--- config.mk ---
export PLATFORM = sky130hd
export DESIGN_NAME = modular_exponentiation_top
export DESIGN_NICKNAME = d
export VERILOG_FILES = /design/src/rtl/core/mexp_pkg.sv /design/src/rtl/core/mexp_cell.sv /design/src/rtl/core/mexp_chain.sv /design/src/rtl/core/modular_exponentiation_top.sv
export SDC_FILE = /design/constraint.sdc
export NUM_CORES = 1
export LEC_CHECK = 0
export ABC_AREA = 0
export BUFFER_PORTS_ARGS = -buffer_cell sky130_fd_sc_hd__buf_2
export CORE_MARGIN = 2
export CORE_UTILIZATION = 40
export DETAILED_ROUTE_END_ITERATION = 6
export HOLD_SLACK_MARGIN = 0.05
export SKIP_CTS_REPAIR_TIMING = 1
export SYNTH_ARGS = -nofsm -noshare
export SYNTH_HDL_FRONTEND = slang
export SYNTH_HIERARCHICAL = 1
export SYNTH_SLANG_ARGS = --single-unit
--- constraint.sdc ---
create_clock -name aclk -period 36.4 [get_ports aclk]
set_input_delay 1.82 -clock aclk [delete_from_list [all_inputs] [get_ports aclk]]
set_output_delay 1.82 -clock aclk [all_outputs]
set_load 0.005 [all_outputs]
--- src/rtl/core/mexp_pkg.sv ---
// Shared types for the modular exponentiation block.
package mexp_pkg;

    localparam int FIELD_WIDTH = 32;

    // Control that drives every cell of a product chain.
    typedef struct packed {
        logic clr;
        logic step;
        logic dbl;
    } mexp_ctrl_t;

endpackage

--- src/rtl/core/mexp_cell.sv ---
// One bit slice of the modular product chain: accumulator bit, adder and subtractor slice.
module mexp_cell (
    input  logic                   aclk,
    input  mexp_pkg::mexp_ctrl_t   ctrl,
    input  logic                   add_bit,
    input  logic                   mod_bit,
    input  logic                   carry_in,
    input  logic                   borrow_in,
    input  logic                   sel,
    output logic                   r,
    output logic                   carry_out,
    output logic                   borrow_out
);
    import mexp_pkg::*;

    logic r_reg;
    logic y;
    logic t;
    logic d;

    // Doubling adds the accumulator to itself; the add phase adds the gated addend.
    assign y          = ctrl.dbl ? r_reg : add_bit;
    assign t          = r_reg ^ y ^ carry_in;
    assign carry_out  = (r_reg & y) | (carry_in & (r_reg ^ y));
    assign d          = t ^ mod_bit ^ borrow_in;
    assign borrow_out = (~t & mod_bit) | (~(t ^ mod_bit) & borrow_in);
    assign r          = r_reg;

    always_ff @(posedge aclk) begin
        if (ctrl.clr) begin
            r_reg <= 1'b0;
        end else if (ctrl.step) begin
            r_reg <= sel ? d : t;
        end
    end

endmodule

--- src/rtl/core/mexp_chain.sv ---
// Bit-serial modular multiplier built from a row of mexp_cell slices.
module mexp_chain #(
    parameter int OPERAND_WIDTH = 32
) (
    input  logic                       aclk,
    input  mexp_pkg::mexp_ctrl_t       ctrl,
    input  logic                       mult_bit,
    input  logic [OPERAND_WIDTH-1:0]   addend,
    input  logic [OPERAND_WIDTH-1:0]   modulus,
    output logic [OPERAND_WIDTH-1:0]   prod
);
    import mexp_pkg::*;

    logic [OPERAND_WIDTH:0] carry;
    logic [OPERAND_WIDTH:0] borrow;
    logic                   sel;

    assign carry[0]  = 1'b0;
    assign borrow[0] = 1'b0;
    // Take the difference when the sum reaches the modulus.
    assign sel = carry[OPERAND_WIDTH] | ~borrow[OPERAND_WIDTH];

    for (genvar i = 0; i < OPERAND_WIDTH; i++) begin : g_cell
        mexp_cell u_cell (
            .aclk       (aclk),
            .ctrl       (ctrl),
            .add_bit    (mult_bit & addend[i]),
            .mod_bit    (modulus[i]),
            .carry_in   (carry[i]),
            .borrow_in  (borrow[i]),
            .sel        (sel),
            .r          (prod[i]),
            .carry_out  (carry[i+1]),
            .borrow_out (borrow[i+1])
        );
    end

endmodule

--- src/rtl/core/modular_exponentiation_top.sv ---
// Top level of the modular exponentiation block: sequencer and stream ports.
// One item is in work at a time, so a new item is taken only when the sequencer is
// idle. A zero modulus goes straight to the output with the error flag and result zero.
// Each modular product is formed bit-serially: per multiplier bit a doubling step and
// an add step through the cell chain ripple, squaring and multiplying in parallel.
// Reset clears the sequencer and output valid; no clearing pass is needed.
module modular_exponentiation_top #(
    parameter int OPERAND_WIDTH = 32
) (
    input  logic         aclk,
    input  logic         aresetn,
    input  logic         s_tvalid,
    output logic         s_tready,
    input  logic [95:0]  s_tdata,   // base_value, exponent_value, modulus_value
    output logic         m_tvalid,
    input  logic         m_tready,
    output logic [31:0]  m_tdata,   // power_result
    output logic         m_tuser    // modulus_error
);
    import mexp_pkg::*;

    localparam int W  = OPERAND_WIDTH;
    localparam int CW = $clog2(W);

    typedef enum logic [1:0] {ST_IDLE, ST_RUN, ST_NEXT, ST_OUT} state_t;

    state_t          state_reg;
    logic            red_reg;
    logic            phase_reg;
    logic [CW-1:0]   bcnt_reg;
    logic [CW-1:0]   ecnt_reg;
    logic [W-1:0]    exp_reg;
    logic [W-1:0]    mod_reg;
    logic [W-1:0]    add_reg;
    logic [W-1:0]    ma_reg;
    logic [W-1:0]    ms_reg;
    logic [W-1:0]    acc_reg;
    logic [W-1:0]    sq_reg;
    logic            err_reg;
    logic            m_tvalid_reg;
    logic [W-1:0]    res_reg;
    logic            res_err_reg;

    logic            accept;
    mexp_ctrl_t      ctrl;
    logic [W-1:0]    prod_a;
    logic [W-1:0]    prod_s;
    logic [W-1:0]    new_acc;
    logic [W-1:0]    in_base;
    logic [W-1:0]    in_exp;
    logic [W-1:0]    in_mod;

    assign in_base = s_tdata[W-1:0];
    assign in_exp  = s_tdata[FIELD_WIDTH+W-1:FIELD_WIDTH];
    assign in_mod  = s_tdata[2*FIELD_WIDTH+W-1:2*FIELD_WIDTH];

    assign s_tready = (state_reg == ST_IDLE);
    assign accept   = s_tvalid && s_tready;

    assign ctrl.clr  = accept || (state_reg == ST_NEXT);
    assign ctrl.step = (state_reg == ST_RUN);
    assign ctrl.dbl  = ~phase_reg;

    mexp_chain #(.OPERAND_WIDTH(W)) u_chain_acc (
        .aclk     (aclk),
        .ctrl     (ctrl),
        .mult_bit (ma_reg[W-1]),
        .addend   (add_reg),
        .modulus  (mod_reg),
        .prod     (prod_a)
    );

    mexp_chain #(.OPERAND_WIDTH(W)) u_chain_sq (
        .aclk     (aclk),
        .ctrl     (ctrl),
        .mult_bit (ms_reg[W-1]),
        .addend   (add_reg),
        .modulus  (mod_reg),
        .prod     (prod_s)
    );

    // After the base reduction the accumulator starts at one mod modulus.
    always_comb begin
        if (red_reg) begin
            new_acc = (mod_reg == W'(1)) ? '0 : W'(1);
        end else begin
            new_acc = exp_reg[0] ? prod_a : acc_reg;
        end
    end

    always_ff @(posedge aclk) begin
        if (!aresetn) begin
            state_reg    <= ST_IDLE;
            m_tvalid_reg <= 1'b0;
            red_reg      <= 1'b0;
            phase_reg    <= 1'b0;
            bcnt_reg     <= '0;
            ecnt_reg     <= '0;
        end else begin
            if (m_tvalid_reg && m_tready && state_reg != ST_OUT) begin
                m_tvalid_reg <= 1'b0;
            end
            case (state_reg)
                ST_IDLE: begin
                    if (accept) begin
                        mod_reg   <= in_mod;
                        exp_reg   <= in_exp;
                        ms_reg    <= in_base;
                        add_reg   <= W'(1);
                        bcnt_reg  <= '0;
                        phase_reg <= 1'b0;
                        red_reg   <= 1'b1;
                        if (in_mod == '0) begin
                            err_reg   <= 1'b1;
                            acc_reg   <= '0;
                            state_reg <= ST_OUT;
                        end else begin
                            err_reg   <= 1'b0;
                            state_reg <= ST_RUN;
                        end
                    end
                end
                ST_RUN: begin
                    phase_reg <= ~phase_reg;
                    if (phase_reg) begin
                        ma_reg   <= ma_reg << 1;
                        ms_reg   <= ms_reg << 1;
                        bcnt_reg <= bcnt_reg + 1'b1;
                        if (bcnt_reg == CW'(W-1)) begin
                            state_reg <= ST_NEXT;
                        end
                    end
                end
                ST_NEXT: begin
                    acc_reg <= new_acc;
                    if (!red_reg && ecnt_reg == CW'(W-1)) begin
                        state_reg <= ST_OUT;
                    end else begin
                        sq_reg    <= prod_s;
                        ma_reg    <= new_acc;
                        ms_reg    <= prod_s;
                        add_reg   <= prod_s;
                        bcnt_reg  <= '0;
                        phase_reg <= 1'b0;
                        state_reg <= ST_RUN;
                        if (red_reg) begin
                            red_reg  <= 1'b0;
                            ecnt_reg <= '0;
                        end else begin
                            ecnt_reg <= ecnt_reg + 1'b1;
                            exp_reg  <= exp_reg >> 1;
                        end
                    end
                end
                ST_OUT: begin
                    // Hold until the output register is free.
                    if (!m_tvalid_reg || m_tready) begin
                        res_reg      <= acc_reg;
                        res_err_reg  <= err_reg;
                        m_tvalid_reg <= 1'b1;
                        state_reg    <= ST_IDLE;
                    end
                end
                default: begin
                    state_reg <= ST_IDLE;
                end
            endcase
        end
    end

    assign m_tvalid = m_tvalid_reg;
    assign m_tdata  = FIELD_WIDTH'(res_reg);
    assign m_tuser  = res_err_reg;

    a_reduced_operands: assert property (@(posedge aclk) disable iff (!aresetn)
        (state_reg == ST_RUN && !red_reg) |-> (acc_reg < mod_reg && sq_reg < mod_reg))
        else $error("operands not reduced during exponent step");

    a_error_zero: assert property (@(posedge aclk) disable iff (!aresetn)
        (m_tvalid && m_tuser) |-> (m_tdata == '0))
        else $error("error beat carries nonzero result");

    a_valid_from_out: assert property (@(posedge aclk) disable iff (!aresetn)
        $rose(m_tvalid_reg) |-> ($past(state_reg) == ST_OUT))
        else $error("result raised outside output state");

endmodule

# Word level (Yosys, flattened, before mapping)
# Index checks and enable logic that the tools add are counted.
[word_totals] regBits=305 inputBits=100 out_inout_bits=35 word_cells=1112
[classes] n_addsub=2 eq_ne=14 muxes=168 n_bitwise=824 reduce_logical=25
[op_table] operator="32-bit 2-to-1 mux" count=13
[op_table] operator="1-bit bitwise AND" count=316
[op_table] operator="32-bit one-hot mux with 2 select lines" count=4
[op_table] operator="1-bit bitwise XOR" count=252
[op_table] operator="1-bit 2-to-1 mux" count=136
[op_table] operator="1-bit NOT" count=130
[op_table] operator="1-bit OR" count=126
[op_table] operator="32-bit one-hot mux with 3 select lines" count=1
[op_table] operator="32-bit by 1-bit equality test with 1-bit output (second input constant)" count=1
[op_table] operator="32-bit logical NOT" count=1
[op_table] operator="5-bit 2-to-1 mux" count=4
[op_table] operator="4-bit AND reduction" count=5
[op_table] operator="5-bit one-hot mux with 3 select lines" count=1
[op_table] operator="2-bit 2-to-1 mux" count=6
[op_table] operator="3-bit AND reduction" count=4
[op_table] operator="5-bit by 1-bit adder with 5-bit output (second input constant)" count=2
[op_table] operator="5-bit equality test (second input constant)" count=2
[op_table] operator="2-bit != test (second input constant)" count=5
[op_table] operator="5-bit AND reduction" count=2
[op_table] operator="2-bit one-hot mux with 4 select lines" count=1
[op_table] operator="2-bit by 1-bit != test with 1-bit output (second input constant)" count=3
[op_table] operator="2-bit equality test (second input constant)" count=2
[op_table] operator="1-bit logical AND" count=4
[op_table] operator="2-bit nonzero test" count=2
[op_table] operator="other kinds (8)" count=10

# Longest topological paths before layout
# Gate-level depths: netlist (run 1).
[logic_depth] word_depth=71 ltp_mapped=88 mapped_depth_nobuf=87

# Modules after synthesis
# Netlist (run 1), hierarchy kept.
[modules_own_cells] mod="modular_exponentiation_top" instances=1 cells_per_inst=681 area_each_um2=9796.9 seq_area_each_um2=7086.8
[modules_own_cells] mod="mexp_cell (u_chain_sq.g_cell[11].u_cell ...)" instances=29 cells_per_inst=10 area_each_um2=113.9 seq_area_each_um2=20.0
[modules_own_cells] mod="mexp_cell (u_chain_acc.g_cell[0].u_cell ...)" instances=25 cells_per_inst=10 area_each_um2=108.9 seq_area_each_um2=20.0
[modules_own_cells] mod="mexp_cell (u_chain_acc.g_cell[3].u_cell ...)" instances=10 cells_per_inst=9 area_each_um2=100.1 seq_area_each_um2=20.0
[modules_own_cells] mod="mexp_chain" instances=2 cells_per_inst=37 area_each_um2=265.3 seq_area_each_um2=0.0

# Worst setup path before layout (run 1)
# No wires, ideal clock.
[synth_timing] path_type="register to register" start="reg phase_reg" end="reg u_chain_acc.g_cell[0].u_cell.r_reg" setup_time_ns=0.276 arrival_ns=18.187 t_required_ns=36.124 setup_slack_ns=17.938 path_stages_with_launch=60 n_path_buf=0 period_less_slack_ns=18.462 path_cell_list="dfxtp_1 -> inv_1 -> mux2_2 -> fa_1 -> fa_1 -> fa_1 -> fa_1 -> fa_1 -> fa_1 -> fa_1 -> fa_1 -> fa_1 -> fa_1 -> fa_1 -> fa_1 -> fa_1 -> fa_1 -> fa_1 -> (+24 left out) -> inv_1 -> fa_1 -> inv_1 -> inv_1 -> fa_1 -> inv_1 -> inv_1 -> fa_1 -> inv_1 -> inv_1 -> fa_1 -> inv_1 -> inv_1 -> fa_1 -> inv_1 -> nand2b_1 -> mux2i_1 -> a211oi_2"
[synth_between] elab_chain_len=70 elab_cells_between_ends=381 cone_classes="33 x mux; 348 x bitwise"
[synth_lines] item="start: declaration" line_no="modular_exponentiation_top.sv:29" rtl="logic phase_reg;"
[synth_lines] item="start signal: assignment" line_no="modular_exponentiation_top.sv:124" rtl="phase_reg <= ~phase_reg;"
[synth_lines] item="1-bit 2-to-1 mux (*)" line_no="mexp_cell.sv:22" rtl="assign y = ctrl.dbl ? r_reg : add_bit;"
[synth_lines] item="1-bit bitwise AND (*)" line_no="mexp_cell.sv:24" rtl="assign carry_out = (r_reg & y) | (carry_in & (r_reg ^ y));"
[synth_lines] item="net u_chain_acc.carry[1]" line_no="mexp_chain.sv:14" rtl="logic [OPERAND_WIDTH:0] carry;"
[synth_lines] item="1-bit bitwise AND (*)" line_no="mexp_cell.sv:24"
[synth_lines] item="1-bit OR (*)" line_no="mexp_cell.sv:24"
[synth_lines] item="net u_chain_acc.carry[2]" line_no="mexp_chain.sv:14"
[synth_lines] item="1-bit bitwise AND (*)" line_no="mexp_cell.sv:24"
[synth_lines] item="1-bit OR (*)" line_no="mexp_cell.sv:24"
[synth_lines] item="net u_chain_acc.carry[3]" line_no="mexp_chain.sv:14"
[synth_lines] item="(+2 left out)"
[synth_lines] item="net u_chain_acc.carry[4]" line_no="mexp_chain.sv:14"
[synth_lines] item="(+2 left out)"
[synth_lines] item="net u_chain_acc.carry[5]" line_no="mexp_chain.sv:14"
[synth_lines] item="(+2 left out)"
[synth_lines] item="net u_chain_acc.carry[6]" line_no="mexp_chain.sv:14"
[synth_lines] item="(+2 left out)"
[synth_lines] item="net u_chain_acc.carry[7]" line_no="mexp_chain.sv:14"
[synth_lines] item="(+2 left out)"
[synth_lines] item="net u_chain_acc.carry[8]" line_no="mexp_chain.sv:14"
[synth_lines] item="(+2 left out)"
[synth_lines] item="net u_chain_acc.carry[9]" line_no="mexp_chain.sv:14"
[synth_lines] item="(+2 left out)"
[synth_lines] item="net u_chain_acc.carry[10]" line_no="mexp_chain.sv:14"
[synth_lines] item="(+2 left out)"
[synth_lines] item="net u_chain_acc.carry[11]" line_no="mexp_chain.sv:14"
[synth_lines] item="(+2 left out)"
[synth_lines] item="net u_chain_acc.carry[12]" line_no="mexp_chain.sv:14"
[synth_lines] item="(+2 left out)"
[synth_lines] item="net u_chain_acc.carry[13]" line_no="mexp_chain.sv:14"
[synth_lines] item="(+2 left out)"
[synth_lines] item="net u_chain_acc.carry[14]" line_no="mexp_chain.sv:14"
[synth_lines] item="(+2 left out)"
[synth_lines] item="net u_chain_acc.carry[15]" line_no="mexp_chain.sv:14"
[synth_lines] item="(+2 left out)"
[synth_lines] item="net u_chain_acc.carry[16]" line_no="mexp_chain.sv:14"
[synth_lines] item="(+2 left out)"
[synth_lines] item="net u_chain_acc.carry[17]" line_no="mexp_chain.sv:14"
[synth_lines] item="(+2 left out)"
[synth_lines] item="net u_chain_acc.carry[18]" line_no="mexp_chain.sv:14"
[synth_lines] item="(+2 left out)"
[synth_lines] item="net u_chain_acc.carry[19]" line_no="mexp_chain.sv:14"
[synth_lines] item="(+2 left out)"
[synth_lines] item="net u_chain_acc.carry[20]" line_no="mexp_chain.sv:14"
[synth_lines] item="(+2 left out)"
[synth_lines] item="net u_chain_acc.carry[21]" line_no="mexp_chain.sv:14"
[synth_lines] item="(+5 left out)"
[synth_lines] item="net u_chain_acc.borrow[22]" line_no="mexp_chain.sv:15" rtl="logic [OPERAND_WIDTH:0] borrow;"
[synth_lines] item="(+2 left out)"
[synth_lines] item="net u_chain_acc.borrow[23]" line_no="mexp_chain.sv:15"
[synth_lines] item="(+2 left out)"
[synth_lines] item="net u_chain_acc.borrow[24]" line_no="mexp_chain.sv:15"
[synth_lines] item="(+2 left out)"
[synth_lines] item="net u_chain_acc.borrow[25]" line_no="mexp_chain.sv:15"
[synth_lines] item="(+2 left out)"
[synth_lines] item="net u_chain_acc.borrow[26]" line_no="mexp_chain.sv:15"
[synth_lines] item="(+2 left out)"
[synth_lines] item="net u_chain_acc.borrow[27]" line_no="mexp_chain.sv:15"
[synth_lines] item="(+2 left out)"
[synth_lines] item="net u_chain_acc.borrow[28]" line_no="mexp_chain.sv:15"
[synth_lines] item="(+2 left out)"
[synth_lines] item="net u_chain_acc.borrow[29]" line_no="mexp_chain.sv:15"
[synth_lines] item="(+2 left out)"
[synth_lines] item="net u_chain_acc.borrow[30]" line_no="mexp_chain.sv:15"
[synth_lines] item="(+2 left out)"
[synth_lines] item="net u_chain_acc.borrow[31]" line_no="mexp_chain.sv:15"
[synth_lines] item="1-bit bitwise AND (*)" line_no="mexp_cell.sv:26" rtl="assign borrow_out = (~t & mod_bit) | (~(t ^ mod_bit) & borrow_in);"
[synth_lines] item="1-bit OR (*)" line_no="mexp_cell.sv:26"
[synth_lines] item="net u_chain_acc.borrow[32]" line_no="mexp_chain.sv:15"
[synth_lines] item="1-bit NOT (*)" line_no="mexp_chain.sv:21" rtl="assign sel = carry[OPERAND_WIDTH] | ~borrow[OPERAND_WIDTH];"
[synth_lines] item="1-bit OR (*)" line_no="mexp_chain.sv:21"
[synth_lines] item="net u_chain_acc.sel" line_no="mexp_chain.sv:16" rtl="logic sel;"
[synth_lines] item="1-bit 2-to-1 mux (*)" line_no="mexp_cell.sv:33" rtl="r_reg <= sel ? d : t;"
[synth_lines] item="end signal: assignment" line_no="mexp_cell.sv:33"
[synth_lines] item="end: declaration" line_no="mexp_cell.sv:16" rtl="logic r_reg;"
# The timed path passes the listed nets; every way through them passes the cells marked *.
# A chain may end at the register's enable or synchronous reset.

# Final worst setup path (run 1)
[layout_timing] start="reg phase_reg" end="reg u_chain_acc.g_cell[9].u_cell.r_reg"
[layout_between] elab_chain_len=70 elab_cells_between_ends=381 cone_classes="33 x mux; 348 x bitwise"
[layout_lines] item="1-bit 2-to-1 mux (*)" line_no="mexp_cell.sv:22"
[layout_lines] item="1-bit bitwise AND (*)" line_no="mexp_cell.sv:24"
[layout_lines] item="net u_chain_acc.carry[1]" line_no="mexp_chain.sv:14"
[layout_lines] item="1-bit bitwise AND (*)" line_no="mexp_cell.sv:24"
[layout_lines] item="1-bit OR (*)" line_no="mexp_cell.sv:24"
[layout_lines] item="net u_chain_acc.carry[2]" line_no="mexp_chain.sv:14"
[layout_lines] item="1-bit bitwise AND (*)" line_no="mexp_cell.sv:24"
[layout_lines] item="1-bit OR (*)" line_no="mexp_cell.sv:24"
[layout_lines] item="net u_chain_acc.carry[3]" line_no="mexp_chain.sv:14"
[layout_lines] item="(+2 left out)"
[layout_lines] item="net u_chain_acc.carry[4]" line_no="mexp_chain.sv:14"
[layout_lines] item="(+2 left out)"
[layout_lines] item="net u_chain_acc.carry[5]" line_no="mexp_chain.sv:14"
[layout_lines] item="(+2 left out)"
[layout_lines] item="net u_chain_acc.carry[6]" line_no="mexp_chain.sv:14"
[layout_lines] item="(+2 left out)"
[layout_lines] item="net u_chain_acc.carry[7]" line_no="mexp_chain.sv:14"
[layout_lines] item="(+2 left out)"
[layout_lines] item="net u_chain_acc.carry[8]" line_no="mexp_chain.sv:14"
[layout_lines] item="(+2 left out)"
[layout_lines] item="net u_chain_acc.carry[9]" line_no="mexp_chain.sv:14"
[layout_lines] item="(+2 left out)"
[layout_lines] item="net u_chain_acc.carry[10]" line_no="mexp_chain.sv:14"
[layout_lines] item="(+5 left out)"
[layout_lines] item="net u_chain_acc.borrow[11]" line_no="mexp_chain.sv:15"
[layout_lines] item="(+2 left out)"
[layout_lines] item="net u_chain_acc.borrow[12]" line_no="mexp_chain.sv:15"
[layout_lines] item="(+2 left out)"
[layout_lines] item="net u_chain_acc.borrow[13]" line_no="mexp_chain.sv:15"
[layout_lines] item="(+2 left out)"
[layout_lines] item="net u_chain_acc.borrow[14]" line_no="mexp_chain.sv:15"
[layout_lines] item="(+2 left out)"
[layout_lines] item="net u_chain_acc.borrow[15]" line_no="mexp_chain.sv:15"
[layout_lines] item="(+2 left out)"
[layout_lines] item="net u_chain_acc.borrow[16]" line_no="mexp_chain.sv:15"
[layout_lines] item="(+2 left out)"
[layout_lines] item="net u_chain_acc.borrow[17]" line_no="mexp_chain.sv:15"
[layout_lines] item="(+2 left out)"
[layout_lines] item="net u_chain_acc.borrow[18]" line_no="mexp_chain.sv:15"
[layout_lines] item="(+2 left out)"
[layout_lines] item="net u_chain_acc.borrow[19]" line_no="mexp_chain.sv:15"
[layout_lines] item="(+2 left out)"
[layout_lines] item="net u_chain_acc.borrow[20]" line_no="mexp_chain.sv:15"
[layout_lines] item="(+2 left out)"
[layout_lines] item="net u_chain_acc.borrow[21]" line_no="mexp_chain.sv:15"
[layout_lines] item="(+2 left out)"
[layout_lines] item="net u_chain_acc.borrow[22]" line_no="mexp_chain.sv:15"
[layout_lines] item="(+2 left out)"
[layout_lines] item="net u_chain_acc.borrow[23]" line_no="mexp_chain.sv:15"
[layout_lines] item="(+2 left out)"
[layout_lines] item="net u_chain_acc.borrow[24]" line_no="mexp_chain.sv:15"
[layout_lines] item="(+2 left out)"
[layout_lines] item="net u_chain_acc.borrow[25]" line_no="mexp_chain.sv:15"
[layout_lines] item="(+2 left out)"
[layout_lines] item="net u_chain_acc.borrow[26]" line_no="mexp_chain.sv:15"
[layout_lines] item="(+2 left out)"
[layout_lines] item="net u_chain_acc.borrow[27]" line_no="mexp_chain.sv:15"
[layout_lines] item="(+2 left out)"
[layout_lines] item="net u_chain_acc.borrow[28]" line_no="mexp_chain.sv:15"
[layout_lines] item="(+2 left out)"
[layout_lines] item="net u_chain_acc.borrow[29]" line_no="mexp_chain.sv:15"
[layout_lines] item="(+2 left out)"
[layout_lines] item="net u_chain_acc.borrow[30]" line_no="mexp_chain.sv:15"
[layout_lines] item="(+2 left out)"
[layout_lines] item="net u_chain_acc.borrow[31]" line_no="mexp_chain.sv:15"
[layout_lines] item="1-bit bitwise AND (*)" line_no="mexp_cell.sv:26"
[layout_lines] item="1-bit OR (*)" line_no="mexp_cell.sv:26"
[layout_lines] item="net u_chain_acc.borrow[32]" line_no="mexp_chain.sv:15"
[layout_lines] item="1-bit NOT (*)" line_no="mexp_chain.sv:21"
[layout_lines] item="1-bit OR (*)" line_no="mexp_chain.sv:21"
[layout_lines] item="net u_chain_acc.sel" line_no="mexp_chain.sv:16"
[layout_lines] item="1-bit 2-to-1 mux (*)" line_no="mexp_cell.sv:33"
[layout_lines] item="end signal: assignment" line_no="mexp_cell.sv:33"
[layout_lines] item="end: declaration" line_no="mexp_cell.sv:16"
# Marked as above.

==> results of run 1 <==
kinds of logic after synthesis:
kind of cell | Yosys count | synth area share, %
AO/OA/AOI/OAI | 186 | 9.24
adder cells (fa/ha/maj) | 136 | 15.3
buffers and inverters | 228 | 5.13
flip-flops | 305 | 48.2
multiplexers | 156 | 9.70
other | 2 | 0.0433
AND/OR/NAND/NOR | 372 | 12.3
final cells by class:
cell class | count | area [um^2]
clock buffer | 45 | 987
sequential | 305 | 8370
fill | 3988 | 23000
tap | 585 | 732
timing repair buffer | 148 | 776
inverter | 186 | 698
clock inverter | 20 | 211
multi-input combinational | 854 | 8190
per-stage QoR:
stage          cell area (um^2)  hold WS (ps)  setup slack, ps  instances
6_report                  20000           425            17830       2143
5_1_grt                   20000           436            16720       2143
4_1_cts                   20000           428            17740       2143
3_5_place_dp              18800           416            17760       2078
3_3_place_gp              18800           412            17870       2078
2_1_floorplan             17400           400            17940       1387
per-layer routing:
metal	up-vias	routed length, um	share of wire, %	global-route usage (%)
li1	5120	-	-	-
met5	-	0	0	0
met4	0	855	2.2	4.85
met2	228	16300	42	25.8
met1	5320	19600	51	27.3
met3	50	1770	4.6	2.63
synth_stat cells (all sizes together) (3+ instances only):
| cell | number |
|---|---|
| o22ai | 34 |
| nand2b | 29 |
| nand2 | 10 |
| nand4 | 4 |
| a211oi | 26 |
| or3b | 30 |
| ha | 8 |
| nor2 | 137 |
| a311oi | 10 |
| clkbuf | 20 |
| mux2i | 59 |
| o21ai | 3 |
| buf | 22 |
| inv | 186 |
| and2 | 128 |
| a21oi | 69 |
| and3 | 4 |
| nor4 | 14 |
| mux2 | 97 |
| nor2b | 4 |
| edfxtp | 226 |
| fa | 128 |
| dfxtp | 79 |
| o41ai | 29 |
power groups by stage:
stage / Clock, mW / Sequential (mW) / Combinational (mW)
global route: 0.389 / 0.483 / 0.779
floorplan: 0 / 0.463 / 0.552
global placement: 0 / 0.481 / 0.650
detailed placement: 0 / 0.482 / 0.674
CTS: 0.376 / 0.475 / 0.680
finish: 0.367 / 0.475 / 0.672
final timing paths:
path | startpoint | endpoint | slack [ps] | depth (start not counted)
hold / removal | err_reg | m_tuser | 420 | 0
setup / recovery | phase_reg | u_chain_acc/g_cell[9].u_cell/r | 17830 | 82
setup reg to reg | phase_reg | u_chain_acc/g_cell[9].u_cell/r | 17830 | 82
hold reg to reg | err_reg | m_tuser | 420 | 0
==> out/results.txt, run 1 <==
Max Cap Viol = 0
Worst clock skew = 24.4 ps
Max-slew violations = 0
Total routing resource utilization after global routing = 17.7%
Most common cell after layout, fill and taps aside = edfxtp_1
Number of nets in the finished design = 1767
Clock power frac = 24.2%
Routed wirelength normalized by instance count = 18.0 um
Gate count of the mapped netlist = 1385
Unrepaired setup endpoints after global routing = no
Kind of cell with the highest combined delay on the critical path = adder cells
Overflow left after global routing = 0
Final GP Congestion = 0.786
Latest clock arrival within the worst-skew pair = 540 ps
Initial standard-cell utilization of the core = 40.4%
Endpoints failing hold = 0
Synth cell types = 52
Sequential-to-total area share from yosys stat = 48.2%
Detailed Place HPWL = 27100 um
Switch share = 37.2%
Clock buffer depth = 3
DR iter-0 viols = 647
Primary FF master, synth = edfxtp_1
Largest net degree at the start of global routing = 94
Antenna viol nets, final = 0
Layout cell share with drive strength beyond 1 = 28.0%
Most used cells in the layout excluding fill and tap cells = edfxtp_1 (226), inv_1 (185), nor2_1 (135)
Kind of path behind the tightest hold check = flop to flop
Layout Utilization = 46.4%
Worst path arrival time = 19020 ps
Switch Pwr = 0.564 mW
Top cell by count, worst path = inv_1
Ratio of final minimum period to clock period = 51.0%
Total clock buffers created by CTS = 36
Total Power = 1.51 mW
Critical-path top delay cell = buf_4
Kind of launch point of the worst setup path = flop
DRT Wirelength = 38600 um
Via count of the first global-routing pass = 11000
First-pass detailed-route iteration total = 5
Yosys warns = 6
Clock slew seen by the registers of the worst setup and hold paths = 60 ps
Pwr per Cell Area = 75.9 nW/um^2
Buffer and inverter count on the worst path = 45
H-tree depth = 2
Kind of capture point of the worst setup path = flop
Biggest fanout along the worst timing path = 39
Die outline width = 212 um
Antenna Diode Count = 0
Critical path start-end classification = flop to flop
Floorplan die area = 45100 um^2
TritonCTS clock tree = done
Clock period minus worst slack = 18570 ps
Run status = complete, no violations
Number of design rule violations left after detail routing = 0
Worst VDD drop = 0.0421 mV
Largest stage delay, worst path = 550 ps
Internal Power = 0.951 mW
Sequential share of power = 31.4%
Total via count after detailed routing = 10700
Relative contribution of combinational cells to total power = 44.4%
Portion of synthesized cell area occupied by the leading cell type = 39.1%
Synth-to-Final Area Change = 15.0%
Area leader, netlist = edfxtp_1
Root Driver = clkbuf_16
Buffers added on ports = 134
Critical Path RT = 36840 ps
Number of vias per cell after detailed routing = 5.00
Total I/O pin count = 135
Leakage dissipation = 7.97 nW
First-pass GRT wire length = 62300 um
Total negative slack = 0 ps
F_max = 0.0538 GHz
Transition at the pin with the smallest max-transition slack = 1190 ps
Antenna violations before repair = 0
Leading cell types by total area after synthesis = edfxtp_1 (39%), fa_1 (15%), dfxtp_1 (9.1%)
Number of core rows = 76
Total of flip-flops plus latches after synthesis = 305
CTS Sinks = 305
Asr flop ratio synth = 0%
Height of the chip = 212 um
Area of the mapped netlist = 17400 um^2
Post-synth EDFFs = 226
Slew headroom = 20.4%
Synthesized area per cell = 12.5 um^2
Area of the core = 43000 um^2
Total setup violations reported at the end of the flow = 0
Note: power is estimated with default switching activity, not from simulation.
==> inputs of run 2 (changes only) <==
Clock period 36.4 ns to 15.3 ns, I/O delays scaled along.
==> run 2 against run 1 <==
Compared with the run above: worst hold slack got worse by 3.6 ps; die area did not move; clock skew fell by 6.2 ps; fmax rose by 22%; cell area rose by 3.3%; total power rose to 2.7 times the previous value; utilization rose by 1.5 points; sequential share of layout area fell by 1.3 points; clock-buffer cell count rose by 3.
==> out/results.txt, run 2 (synthesized netlist as in run 1, its figures left out) <==
Synth-to-Final Area Change = 18.8%
Number of nets in the finished design = 1789
Via count of the first global-routing pass = 10800
Number of design rule violations left after detail routing = 0
Number of vias per cell after detailed routing = 4.99
Pre-CTS setup slack = 12.8 ps
Max-slew violations = 0
Post-route worst hold slack = 421 ps
Post-route standard cell area excluding fillers = 20600 um^2
Area of the core = 43000 um^2
Total via count after detailed routing = 10800
Start point of the worst min-delay path = s_tdata[77]
Kind of launch point of the worst setup path = flop
Final GP Congestion = 0.816
TritonCTS clock tree = done
H-tree depth = 2
Leakage dissipation = 8.00 nW
Total I/O pin count = 135
Slew headroom = 27.7%
Antenna Diode Count = 0
Total clock buffers created by CTS = 36
DRT Wirelength = 40000 um
Total routing resource utilization after global routing = 17.8%
Count of placed standard cells in the final layout, fillers left out = 2166
Die outline width = 212 um
Most common cell after layout, fill and taps aside = edfxtp_1
Ratio of final minimum period to clock period = 99.3%
Number of fill cells = 3952
Hold Path Depth = 1
Worst reg2reg endpoint = u_chain_acc/g_cell[24].u_cell/r
Worst path arrival time = 15590 ps
Kind of capture point of the worst setup path = flop
Clock buffer depth = 3
Antenna violations before repair = 0
Kind of path behind the tightest hold check = input port to flop
FF-to-FF Start = add_reg[0]
First-pass GRT wire length = 61300 um
Top cell by count, worst path = inv_2
Floorplan die area = 45100 um^2
Most used cells in the layout excluding fill and tap cells = edfxtp_1 (226), inv_1 (142), nor2_1 (135)
Height of the chip = 212 um
Max Cap Viol = 0
Clock slew seen by the registers of the worst setup and hold paths = 60 ps
Run status = complete, no violations
Detailed Place HPWL = 27600 um
Routed wirelength normalized by instance count = 18.5 um
Register-to-register path setup slack = 100 ps
Buffers added on ports = 134
Worst clock skew = 18.1 ps
First-pass detailed-route iteration total = 5
Root Driver = clkbuf_16
Layout Utilization = 48.0%
Number of core rows = 76
Largest net degree at the start of global routing = 101
Biggest fanout along the worst timing path = 8
Critical-path top delay cell = fa_2
Placed cell count = 2087
Unrepaired setup endpoints after global routing = yes
Transition at the pin with the smallest max-transition slack = 1080 ps
Initial standard-cell utilization of the core = 40.4%
Pwr per Cell Area = 196 nW/um^2
Final worst slack = 104 ps
Largest stage delay, worst path = 460 ps
F_max = 0.0658 GHz
Total Power = 4.04 mW
Latest clock arrival within the worst-skew pair = 550 ps
Overflow left after global routing = 0
Critical path start-end classification = flop to flop
Layout cell share with drive strength beyond 1 = 39.0%
Total negative slack = 0 ps
DR iter-0 viols = 549
Endpoint of the worst hold path = mod_reg[13]
Worst VDD drop = 0.0886 mV
Endpoints failing hold = 0
CTS Sinks = 305
Critical Path RT = 15700 ps
Total setup violations reported at the end of the flow = 0
Reg2reg path depth = 83
Total cell area at the placement stage = 19200 um^2
Antenna viol nets, final = 0
Clock period minus worst slack = 15200 ps
==> run 2: changes by cell type in the layout (fill, tap and decap cells not counted), sizes merged <==
cell      delta
clkbuf       +7
clkinvlp     +1
clkinv       -4
nand2b       +1
inv          +2
buf         +17
bufinv       -1
==> run 2: worst max-delay path: cells and delay by family, from the launching register on <==
kind	cells	cell delay, ps
adder cells (fa/ha/maj)	33	11510
buffers and inverters	45	2300
AND/OR/NAND/NOR	2	240
AO/OA/AOI/OAI	1	100
multiplexers	2	510
flip-flops	1	400
==> run 2: report_power, final <==
part	total [mW]	internal [mW]	switching [mW]
clock	0.858	0.509	0.349
sequential	1.14	1.01	0.127
combinational	2.05	1.02	1.03
total	4.04	2.54	1.50
==> run 2: per-layer routing <==
| metal | track usage, % | share of wire [%] | wire length [um] | vias up |
|---|---|---|---|---|
| li1 | - | - | - | 5166 |
| met1 | 25.8 | 48 | 19100 | 5364 |
| met2 | 27.0 | 45 | 18000 | 234 |
| met3 | 3.10 | 4.9 | 1950 | 48 |
| met4 | 6.03 | 2.3 | 907 | 0 |
| met5 | 0 | 0 | 0 | - |
==> run 2: worst max-delay path by stage <==
stage | startpoint | to | cells after the start
2_1_floorplan | phase_reg | u_chain_acc/g_cell[0].u_cell/r | 80
3_3_place_gp | add_reg[0] | u_chain_sq/g_cell[23].u_cell/r | 40
3_5_place_dp | add_reg[0] | u_chain_sq/g_cell[19].u_cell/r | 40
4_1_cts | add_reg[0] | u_chain_sq/g_cell[28].u_cell/r | 40
5_1_grt | add_reg[0] | u_chain_acc/g_cell[16].u_cell/r | 83
6_report | add_reg[0] | u_chain_acc/g_cell[24].u_cell/r | 83
==> run 2: final cells by class <==
cell class,instances,area (um^2),area share (%)
clock inverters,18,184,0.892
clock buffers,48,987,4.79
flip-flops and latches,305,8370,40.6
repair buffers,169,1040,5.07
well taps,585,732,3.55
multi-input cells,855,8590,41.7
inverters,186,702,3.40
==> inputs of run 3 (changes only) <==
Settings changed: CTS_BUF_LIST set to sky130_fd_sc_hd__clkbuf_8, HOLD_SLACK_MARGIN 0.05 to not set.
==> run 3 against run 2 <==
Compared with the run above: sequential cell count did not move; die area unchanged; clock power shrank 15%; via count up 0.95%; worst hold slack lost 89 ps; combinational power up 4%; first-iteration DRC count increased by 14%; worst setup slack gained 14 ps; non-clock buffer count is 5 higher; cell count grew 1.8%; clock skew down 4.3 ps.
==> out/results.txt, run 3 (synthesized netlist as in run 1, its figures left out) <==
Run status = complete, no violations
Most common cell after layout, fill and taps aside = edfxtp_1
Number of design rule violations left after detail routing = 0
First-pass detailed-route iteration total = 5
Unrepaired setup endpoints after global routing = yes
Most used cells in the layout excluding fill and tap cells = edfxtp_1 (226), inv_1 (166), nor2_1 (135)
Total I/O pin count = 135
Via count of the first global-routing pass = 11000
Placed cell count = 2087
Largest stage delay, worst path = 460 ps
Number of fill cells = 3955
F_max = 0.0659 GHz
Initial standard-cell utilization of the core = 40.4%
CTS Sinks = 305
Routed wirelength normalized by instance count = 18.3 um
Detailed Place HPWL = 27600 um
Kind of capture point of the worst setup path = flop
Largest net degree at the start of global routing = 101
Latest clock arrival within the worst-skew pair = 630 ps
Synth-to-Final Area Change = 18.7%
Number of core rows = 76
Number of vias per cell after detailed routing = 4.95
Slew headroom = 28.7%
Critical-path top delay cell = fa_2
First-pass GRT wire length = 61800 um
H-tree depth = 2
Clock slew seen by the registers of the worst setup and hold paths = 60 ps
Transition at the pin with the smallest max-transition slack = 1070 ps
Kind of launch point of the worst setup path = flop
Floorplan die area = 45100 um^2
TritonCTS clock tree = done
Area of the core = 43000 um^2
Antenna viol nets, final = 0
Total routing resource utilization after global routing = 17.9%
Buffers added on ports = 134
Overflow left after global routing = 0
Total cell area at the placement stage = 19200 um^2
Die outline width = 212 um
Number of nets in the finished design = 1811
Total Power = 4.01 mW
Antenna violations before repair = 1
Count of placed standard cells in the final layout, fillers left out = 2205
DR iter-0 viols = 624
Kind of path behind the tightest hold check = input port to flop
Post-route standard cell area excluding fillers = 20600 um^2
Leakage dissipation = 8.08 nW
Ratio of final minimum period to clock period = 99.2%
Total clock buffers created by CTS = 53
Root Driver = clkbuf_8
Top cell by count, worst path = inv_2
Max-slew violations = 0
Total via count after detailed routing = 10900
Max Cap Viol = 0
Clock period minus worst slack = 15180 ps
Total setup violations reported at the end of the flow = 0
Worst clock skew = 13.9 ps
Pwr per Cell Area = 195 nW/um^2
Layout cell share with drive strength beyond 1 = 39.2%
Worst VDD drop = 0.0884 mV
Worst path arrival time = 15660 ps
DRT Wirelength = 40500 um
Critical path start-end classification = flop to flop
Endpoints failing hold = 0
Height of the chip = 212 um
Clock buffer depth = 3
Biggest fanout along the worst timing path = 16
Critical Path RT = 15770 ps
Final GP Congestion = 0.816
[run 3: changes by cell type in the layout (fill, tap and decap cells not counted), sizes merged]
| cell | delta |
|---|---|
| clkinvlp | -1 |
| diode | +1 |
| buf | +3 |
| bufinv | -1 |
| clkbuf | +12 |
| inv | +23 |
| clkinv | +2 |
[run 3: worst paths after layout]
path | startpoint | endpoint | slack (ps) | depth (start not counted)
max | add_reg[0] | u_chain_acc/g_cell[0].u_cell/r | 120 | 83
min | s_tdata[77] | mod_reg[13] | 330 | 1
max reg2reg | add_reg[0] | u_chain_acc/g_cell[0].u_cell/r | 120 | 83
min reg2reg | err_reg | m_tuser | 430 | 0
[run 3: per-stage QoR]
step / TNS, ps / setup slack, ps / hold slack [ps] / utilization (%)
after global placement: 0 / 79.9 / 408 / 44.6
after floorplan: 0 / 15.8 / 400 / -
after CTS: -28.5 / -18.5 / 276 / 47.0
after detailed placement: 0 / 12.8 / 413 / 44.6
final: 0 / 118 / 332 / 47.9
after global routing: -8470 / -306 / 289 / 47.9
[run 3: per-layer routing]
metal | up-vias | track usage [%] | part of all wire, %
li1 | 5228 | - | -
met1 | 5397 | 26.1 | 48
met2 | 228 | 26.9 | 45
met3 | 62 | 3.23 | 4.7
met4 | 0 | 5.96 | 2.3
met5 | - | 0 | 0
[run 3: final cells by class]
| class | instances | area [um^2] | share of cell area [%] |
|---|---|---|---|
| Antenna cell | 1 | 2.50 | 0.0121 |
| Multi-Input combinational cell | 855 | 8620 | 41.8 |
| Tap cell | 585 | 732 | 3.55 |
| Sequential cell | 305 | 8370 | 40.6 |
| Clock inverter | 41 | 235 | 1.14 |
| Timing Repair Buffer | 174 | 1140 | 5.52 |
| Inverter | 186 | 702 | 3.41 |
| Clock buffer | 58 | 798 | 3.88 |
[run 3: power breakdown]
| group | switching (mW) | leakage (nW) | internal (mW) |
|---|---|---|---|
| Combinational | 1.06 | 4.71 | 1.08 |
| Clock | 0.348 | 0.616 | 0.384 |
| Sequential | 0.127 | 2.75 | 1.01 |
| Total | 1.53 | 8.08 | 2.48 |
[run 3: critical path: cells and delay by family (launching register included)]
kind / cells / cell delay (ps)
AOI/OAI and AO/OA: 1 / 90
and+or+nand+nor: 2 / 240
muxes: 2 / 470
buffers and inverters: 45 / 2330
DFF: 1 / 400
adders and majority gates: 33 / 11490
